--- config.mk ---
export PLATFORM = sky130hd
export DESIGN_NAME = pngunf_predict
export DESIGN_NICKNAME = d
export VERILOG_FILES = /design/src/pngunf_pkg.sv /design/src/pngunf_predict.sv
export SDC_FILE = /design/constraint.sdc
export NUM_CORES = 1
export LEC_CHECK = 0
export BUFFER_PORTS_ARGS = -buffer_cell sky130_fd_sc_hd__buf_2
export CORE_ASPECT_RATIO = 0.6
export CORE_MARGIN = 5
export CORE_UTILIZATION = 30
export DETAILED_ROUTE_END_ITERATION = 10
export PLACE_DENSITY = 0.5
export SLEW_MARGIN = 20
export SYNTH_ARGS = -nofsm -noshare
export SYNTH_HDL_FRONTEND = slang
export SYNTH_SLANG_ARGS = --single-unit
--- constraint.sdc ---
create_clock -name vclk -period 12.1
set_clock_uncertainty 0.05 [all_clocks]
set_input_delay 0.605 -clock vclk [all_inputs]
set_output_delay 0.605 -clock vclk [all_outputs]
set_load 0.05 [all_outputs]
--- src/pngunf_pkg.sv ---
// Shared types, constants and filter codes for the PNG scanline unfilter.
// Used by every module under src; depends on nothing else.
`timescale 1ns / 1ps
`default_nettype none

package pngunf_pkg;

    localparam int MAX_ROW_PIXELS      = 512;
    localparam int MAX_BYTES_PER_PIXEL = 4;
    localparam int ROW_DEPTH           = MAX_ROW_PIXELS * MAX_BYTES_PER_PIXEL;

    localparam int POS_W    = $clog2(ROW_DEPTH);
    localparam int STRIDE_W = POS_W + 1;
    localparam int LANE_W   = $clog2(MAX_BYTES_PER_PIXEL);
    localparam int BPP_W    = 3;
    localparam int PIX_W    = 10;
    localparam int CFG_DATA_W = 10;

    typedef enum logic [0:0] {
        CFG_BYTES_PER_PIXEL = 1'b0,
        CFG_ROW_PIXELS      = 1'b1
    } t_cfg_index;

    typedef enum logic [2:0] {
        FILT_NONE    = 3'd0,
        FILT_SUB     = 3'd1,
        FILT_UP      = 3'd2,
        FILT_AVERAGE = 3'd3,
        FILT_PAETH   = 3'd4
    } t_filter;

    typedef struct packed {
        logic [7:0] data_byte;
        logic       first_of_image;
    } t_in_item;

    typedef struct packed {
        logic [7:0] pixel_byte;
        logic       last_in_row;
        logic       bad_filter;
    } t_out_item;

    // Operands handed to the predictor
    typedef struct packed {
        t_filter    filter;
        logic [7:0] data_byte;
        logic [7:0] left;
        logic [7:0] up;
        logic [7:0] up_left;
    } t_pred_ops;

endpackage

`default_nettype wire

--- src/pngunf_predict.sv ---
// Filter predictor and byte reconstruction (None, Sub, Up, Average, Paeth).
// Purely combinational; depends on pngunf_pkg for the operand struct.
`timescale 1ns / 1ps
`default_nettype none

module pngunf_predict
    import pngunf_pkg::*;
(
    input  wire t_pred_ops  i_ops,
    output logic [7:0]      o_pixel_byte
);

    logic signed [9:0] s_a;
    logic signed [9:0] s_b;
    logic signed [9:0] s_c;
    logic signed [9:0] s_p;
    logic signed [9:0] s_pa;
    logic signed [9:0] s_pb;
    logic signed [9:0] s_pc;
    logic        [8:0] s_avg_sum;
    logic        [7:0] s_paeth;
    logic        [7:0] s_pred;

    always_comb begin
        s_a  = $signed({2'b00, i_ops.left});
        s_b  = $signed({2'b00, i_ops.up});
        s_c  = $signed({2'b00, i_ops.up_left});
        s_p  = s_a + s_b - s_c;
        s_pa = (s_p >= s_a) ? (s_p - s_a) : (s_a - s_p);
        s_pb = (s_p >= s_b) ? (s_p - s_b) : (s_b - s_p);
        s_pc = (s_p >= s_c) ? (s_p - s_c) : (s_c - s_p);

        // Ties go to left, then up
        if ((s_pa <= s_pb) && (s_pa <= s_pc)) begin
            s_paeth = i_ops.left;
        end else if (s_pb <= s_pc) begin
            s_paeth = i_ops.up;
        end else begin
            s_paeth = i_ops.up_left;
        end

        s_avg_sum = {1'b0, i_ops.left} + {1'b0, i_ops.up};

        case (i_ops.filter)
            FILT_SUB:     s_pred = i_ops.left;
            FILT_UP:      s_pred = i_ops.up;
            FILT_AVERAGE: s_pred = s_avg_sum[8:1];
            FILT_PAETH:   s_pred = s_paeth;
            default:      s_pred = 8'd0;
        endcase

        o_pixel_byte = i_ops.data_byte + s_pred;
    end

endmodule

`default_nettype wire

# After elaboration in Yosys (flattened, before gate mapping)
# Cells that the tools add are included.
# totals
ff_bits	0
inputBits	35
wordCells	27
out_inout_bits	8
# classes
eq_ne	4
mux	6
reduce_logical	1
n_addsub	10
magnitude_cmp	6
# op_table
operator	count
$pmux W8 S4	1
$ge A10 B9 Y1	3
$le A10 B10 Y1	3
$mux W10	3
$sub A10 B9 Y10	3
$sub A9 B10 Y10	3
$add A8 B8 Y9	2
$mux W8	2
$sub A9 B8 Y10	1
$add A8 B8 Y8	1
$eq A3 B2 Y1 const B	2
$eq A3 B1 Y1 const B	1
$eq A3 B3 Y1 const B	1
$logic_and A1 B1 Y1	1

# Logic depth before layout (Yosys ltp)
# Gate-level depths: netlist of run 1.
# logic_depth
word_depth	9
ltp_mapped	45
mapped_depth_nobuf	44

# Worst setup path after synthesis of run 1
# Ideal clock, no wire load.
# synth_timing
kind	input to output
from	in i_ops[9] in the netlist's numbering
to	out o_pixel_byte[7]
required_time_ps	11445
path_stages	41
slack_ps	2945
t_arrival_ps	8500
path_buffers	1
cell_sequence	inv_1 > fa_1 > inv_1 > ha_1 > a211oi_1 > o21ai_0 > a21o_1 > a21o_1 > xor2_1 > ha_1 > inv_1 > a21oi_1 > o21ai_1 > mux2i_1 > o21ai_0 > a221o_1 > a221oi_1 > o21ai_0 > [5 not listed] > a22o_1 > buf_2 > mux2i_1 > mux2i_1 > o22ai_1 > ha_1 > a21o_1 > a21oi_1 > o21bai_1 > a21oi_1 > nor2b_1 > o21ai_0 > nand2b_1 > xnor2_1 > nor2_1 > mux2i_1 > o211ai_1 > nand3b_1
# synth_between
elab_chain_cells	9
word_cells_on_any_way	23
classes_between	add/sub (10); order compare (6); mux (6); reduce/logical (1)
# synth_rtl
element	line	text
start, declared	pngunf_predict.sv:9	input wire t_pred_ops i_ops,
$add A8 B8 Y9	pngunf_predict.sv:28, pngunf_predict.sv:42	
$sub A9 B8 Y10	pngunf_predict.sv:28	s_p = s_a + s_b - s_c;
$sub A9 B10 Y10, or another cell as far along	pngunf_predict.sv:30	s_pb = (s_p >= s_b) ? (s_p - s_b) : (s_b - s_p);
$mux W10, on equally long branches	pngunf_predict.sv:30, pngunf_predict.sv:29, pngunf_predict.sv:31	
$le A10 B10 Y1, on equally long branches	pngunf_predict.sv:36, pngunf_predict.sv:34	
$mux W8 / $logic_and A1 B1 Y1 (equally long branches)	pngunf_predict.sv:36, pngunf_predict.sv:34	
$mux W8	pngunf_predict.sv:34	if ((s_pa <= s_pb) && (s_pa <= s_pc)) begin
$pmux W8 S4 (*)	pngunf_predict.sv:44	case (i_ops.filter)
$add A8 B8 Y8 (*)	pngunf_predict.sv:52	o_pixel_byte = i_ops.data_byte + s_pred;
end, declared	pngunf_predict.sv:10	output logic [7:0] o_pixel_byte
# Every way passes the cells marked *; elsewhere a longest branch is shown, timed or not.

# Final worst setup path of run 1
# layout_timing
from	in i_ops[17] in the netlist's numbering
to	out o_pixel_byte[7]
# Same word-level chain as after synthesis.

==> results of run 1 <==
==> placed cells by master, fill, tap and decap left out, types with 5 or more instances in the layout <==
master / count
nand3b_1: 5
nor2_1: 16
o21a_1: 6
nand2b_1: 10
a22oi_1: 6
inv_1: 70
xor2_1: 15
nand4_1: 8
a21o_1: 28
o22ai_1: 8
xnor2_1: 26
a21oi_1: 61
ha_1: 95
a31oi_1: 8
nand3_1: 5
and2_1: 5
a211oi_1: 6
o21ai_0: 40
mux2_2: 5
mux2i_1: 30
nand2_1: 30
buf_2: 43
fa_1: 16
o21bai_1: 10
nor2b_1: 13
==> through the flow <==
step                      std cells    util  area [sq um]  hold slack [ns]
final                           812  0.3351          4890            1.608
after global routing            812  0.3351          4890            1.645
after CTS                       812  0.3348          4886            1.613
after detailed placement        812  0.3348          4886            1.611
after global placement          812  0.3348          4886            1.605
after floorplan                 589       -          4493            1.538
==> area by class of cell <==
| type | instances | area [sq um] | share of cell area |
|---|---|---|---|
| timing repair buffer | 43 | 215.2 | 0.04401 |
| tap | 198 | 247.7 | 0.05067 |
| multi-input combinational | 501 | 4164 | 0.8516 |
| inverter | 70 | 262.8 | 0.05374 |
==> metal layers <==
metal / GRT usage / part of all wire / routed length, um / up-vias
met5: 0 / 0 / 0 / -
met4: 0.005211 / 0.0028 / 44 / 0
met3: 0.03132 / 0.087 / 1348 / 2
met2: 0.2196 / 0.35 / 5461 / 158
met1: 0.2937 / 0.56 / 8595 / 2091
li1: - / - / - / 2162
==> cell families after synthesis <==
family	synth area share
muxes	0.07936
buffers and inverters	0.07407
adders and majority gates	0.3403
AOI/OAI and AO/OA	0.2815
xor gates and xnor gates	0.08856
and+or+nand+nor	0.1362
==> final timing paths <==
kind  slack [ns]      start  depth (start not counted)         endpoint
min         1.61  i_ops[24]                          3  o_pixel_byte[0]
max         0.88  i_ops[17]                         42  o_pixel_byte[7]
==> repair_timing <==
item | in CTS | in global routing
setup endpoints to repair | 0 | 1
gates resized for setup | 0 | 1
setup buffers | 0 | 0
==> worst min-delay path, stage by stage <==
cell   delay [ns]
buf_2        0.08
ha_1         0.12
buf_2        0.25
==> run summary, run 1 <==
status -> complete, no violations
count of nets left with antenna violations after detail routing -> 0
post-layout min period -> 11.22 ns
Post-Syn Area -> 4493 sq um
first-pass GRT wire length -> 24.65 mm
final-layout fill cell count -> 1551
critical path data arrival time -> 10.56 ns
post-placement worst setup slack -> 0.8666 ns
biggest area consumer among synthesized cells -> ha_1
most frequent cell on the critical path -> o21ai_0
detailed-route via count -> 4413
number of pins with negative max-slew slack in the final report -> 0
slowest library cell on the worst path -> o21ai_0
Net Count, Synth -> 735
ant diodes -> 0
number of warning messages in the yosys log -> 0
Total Die Area -> 17600 sq um
overall overflow remaining after global route -> 0
antenna violations before repair -> 0
Crit Path Category -> input pin to output pin
hpwl dp -> 13.45 mm
Remaining DRCs -> 0
slew at the pin closest to its max-slew limit -> 0.8678 ns
endpoint class of the critical path -> output pin
total length of routed wires -> 15.45 mm
total buffers and inverters traversed by the critical path -> 4
final-stage net count -> 762
cell with the most instances after synthesis -> ha_1
Avg Inst Size Synth -> 7.628 sq um
maximum number of pins on one net before global-route repair -> 19
Synth cell types -> 60
floorplan core area -> 14590 sq um
DR vias/cell -> 5.435
Final Cycle Share -> 0.9271
number of sequential cells -> 0
overall track demand over capacity in global routing -> 0.1703
horizontal die dimension -> 168.0 um
# IOs -> 43
max-slew headroom at the worst pin -> 0.4153
# Max-Cap Violations -> 0
synthesized netlist cell count -> 589
post-DR wirelength/cell -> 19.03 um
Synth top area share -> 0.2646
Die Span Y -> 104.8 um
delay-heaviest family, CP -> compound AO/OA/AOI/OAI gates
vias in the first global route -> 4292
Area growth, synth to finish -> 8.828%
unrepaired setup endpoints after global routing -> false
fraction of layout cells with a size suffix above 1 -> 0.09446
number of failing setup endpoints in the final timing report -> 0
synth cell count leaders -> ha_1 (95), inv_1 (70), a21oi_1 (61)
sequential fraction of the synthesis area -> 0
Largest stage delay, worst path -> 0.70 ns
Hold Buf Count CTS -> 0
Site Rows -> 34
Worst setup SP type -> input pin
maximum fanout along the worst path -> 7
setup TNS -> 0 ns
Critical Path RT -> 11.44 ns
port buffer count -> 43
Min-Delay Path Class -> input pin to output pin
RD Place Congestion -> 0.9408
Initial Util -> 0.3079
number of iterations in the first detailed-routing pass -> 5
post-route setup slack -> 0.8816 ns
highest achievable clock rate -> 89.14 MHz
cell types occupying the most area after synthesis -> ha_1 (26%), fa_1 (7.1%), a21oi_1 (6.8%)
violation count after the first detailed-routing iteration -> 377
total of clock buffers placed in the layout -> 0
Seq. cell area -> 0 sq um
number of endpoints with negative hold slack in the final report -> 0
Power of run 1 is left out: the tool's default activity adds up to more than one toggle a clock period on the data nets, which glitch-free logic cannot reach.
==> inputs of run 2 (changes only) <==
--- a/config.mk
+++ b/config.mk
@@ -7,7 +7,7 @@
 export LEC_CHECK = 0
 export BUFFER_PORTS_ARGS = -buffer_cell sky130_fd_sc_hd__buf_2
 export CORE_ASPECT_RATIO = 0.6
-export CORE_MARGIN = 5
+export CORE_MARGIN = 1.5
 export CORE_UTILIZATION = 30
 export DETAILED_ROUTE_END_ITERATION = 10
 export PLACE_DENSITY = 0.5
==> run summary, run 2 (synthesis gave the netlist of run 1 again) <==
Hold Buf Count CTS -> 0 (unchanged)
fraction of layout cells with a size suffix above 1 -> 0.09593 (+0.001472)
slew at the pin closest to its max-slew limit -> 0.8548 ns (-0.01296 ns)
floorplan core area -> 14550 sq um (-0.29%)
most frequent cell on the critical path -> o21ai_0
Largest stage delay, worst path -> 0.63 ns (-0.07 ns)
setup TNS -> 0 ns (unchanged)
port buffer count -> 43 (unchanged)
maximum number of pins on one net before global-route repair -> 19 (unchanged)
overall track demand over capacity in global routing -> 0.1883 (+0.01800)
# IOs -> 43 (unchanged)
number of iterations in the first detailed-routing pass -> 5 (unchanged)
unrepaired setup endpoints after global routing -> false
leading cell types in the layout, fill and taps excluded -> ha_1 (95), inv_1 (70), a21oi_1 (61)
DR vias/cell -> 5.470 (+0.65%)
critical path data arrival time -> 10.37 ns (-0.19 ns)
most common cell after layout, fill and taps aside -> ha_1
number of sequential cells -> 0 (unchanged)
Area growth, synth to finish -> 8.995%
post-DR wirelength/cell -> 18.61 um (-2.2%)
overall overflow remaining after global route -> 0 (unchanged)
antenna violations before repair -> 0 (unchanged)
final-layout fill cell count -> 1560 (+0.58%)
horizontal die dimension -> 161.0 um (-4.2%)
ant diodes -> 0 (unchanged)
first-pass GRT wire length -> 23.40 mm (-5.0%)
post-placement worst setup slack -> 0.9366 ns (+0.07006 ns)
detailed-route via count -> 4447 (+0.77%)
violation count after the first detailed-routing iteration -> 413 (+9.5%)
Initial Util -> 0.3088 (+0.0009003)
vias in the first global route -> 4074 (-5.1%)
Final Cycle Share -> 0.9113 (-0.01586)
maximum fanout along the worst path -> 7 (unchanged)
number of endpoints with negative hold slack in the final report -> 0 (unchanged)
total length of routed wires -> 15.13 mm (-2.1%)
number of failing setup endpoints in the final timing report -> 0 (unchanged)
Setup Buffers After CTS -> 0 (unchanged)
post-layout min period -> 11.03 ns (-0.1919 ns)
max-slew headroom at the worst pin -> 0.4241 (+0.008730)
RD Place Congestion -> 0.9934 (+5.6%)
Min-Delay Path Class -> input pin to output pin
Crit Path Category -> input pin to output pin
endpoint class of the critical path -> output pin
Die Span Y -> 97.80 um (-6.7%)
slowest library cell on the worst path -> a22o_1
count of nets left with antenna violations after detail routing -> 0 (unchanged)
number of pins with negative max-slew slack in the final report -> 0 (unchanged)
tightest hold margin -> 1.625 ns (+0.01707 ns)
highest achievable clock rate -> 90.69 MHz (+1.7%)
Site Rows -> 34 (unchanged)
# Max-Cap Violations -> 0 (unchanged)
total of clock buffers placed in the layout -> 0 (unchanged)
Remaining DRCs -> 0 (unchanged)
status -> complete, no violations
Total Die Area -> 15740 sq um (-11%)
Seq. cell area -> 0 sq um (unchanged)
Worst setup SP type -> input pin
Critical Path RT -> 11.44 ns (about the same)
hpwl dp -> 13.23 mm (-1.7%)
final-stage net count -> 763 (+0.13%)
post-route setup slack -> 1.073 ns (+0.1919 ns)
Resize count post-CTS -> 0 (unchanged)
## run 2: cell count changes in the layout (fill, tap and decap cells not counted), sizes merged
cell  previous run  this run
buf             43        44
## run 2: per-layer routing
metal	track usage	vias to the layer above	wire length (um)
met1	0.3250	2081	8461
met5	0	-	0
li1	-	2170	-
met4	0.004986	0	36
met3	0.02209	4	1236
met2	0.2480	192	5392
## run 2: area by class of cell
class | count | area [sq um] | share of cell area
Inverter | 70 | 262.8 | 0.05365
Multi-Input combinational cell | 501 | 4164 | 0.8503
Tap cell | 198 | 247.7 | 0.05059
Timing Repair Buffer | 44 | 222.7 | 0.04548
## run 2: final timing paths
path  cells after the start  slack (ns)               to  startpoint
min                       3        1.62  o_pixel_byte[0]   i_ops[24]
max                      43        1.07  o_pixel_byte[7]    i_ops[9]
## run 2: per-stage QoR
stage / cells / util / instance area, sq um
detailed placement: 813 / 0.3363 / 4893
global placement: 813 / 0.3363 / 4893
global route: 813 / 0.3366 / 4897
CTS: 813 / 0.3363 / 4893
finish: 813 / 0.3366 / 4897
floorplan: 589 / - / 4493
## run 2: worst max-delay path, delay by kind of cell
family | cells | cell delay [ns]
buf+inv | 5 | 0.72
mux | 3 | 0.53
compound gates | 20 | 4.76
simple gates | 7 | 1.12
fa+ha+maj | 5 | 1.79
xor+xnor | 3 | 0.85
Power of run 2 is left out for the same reason.
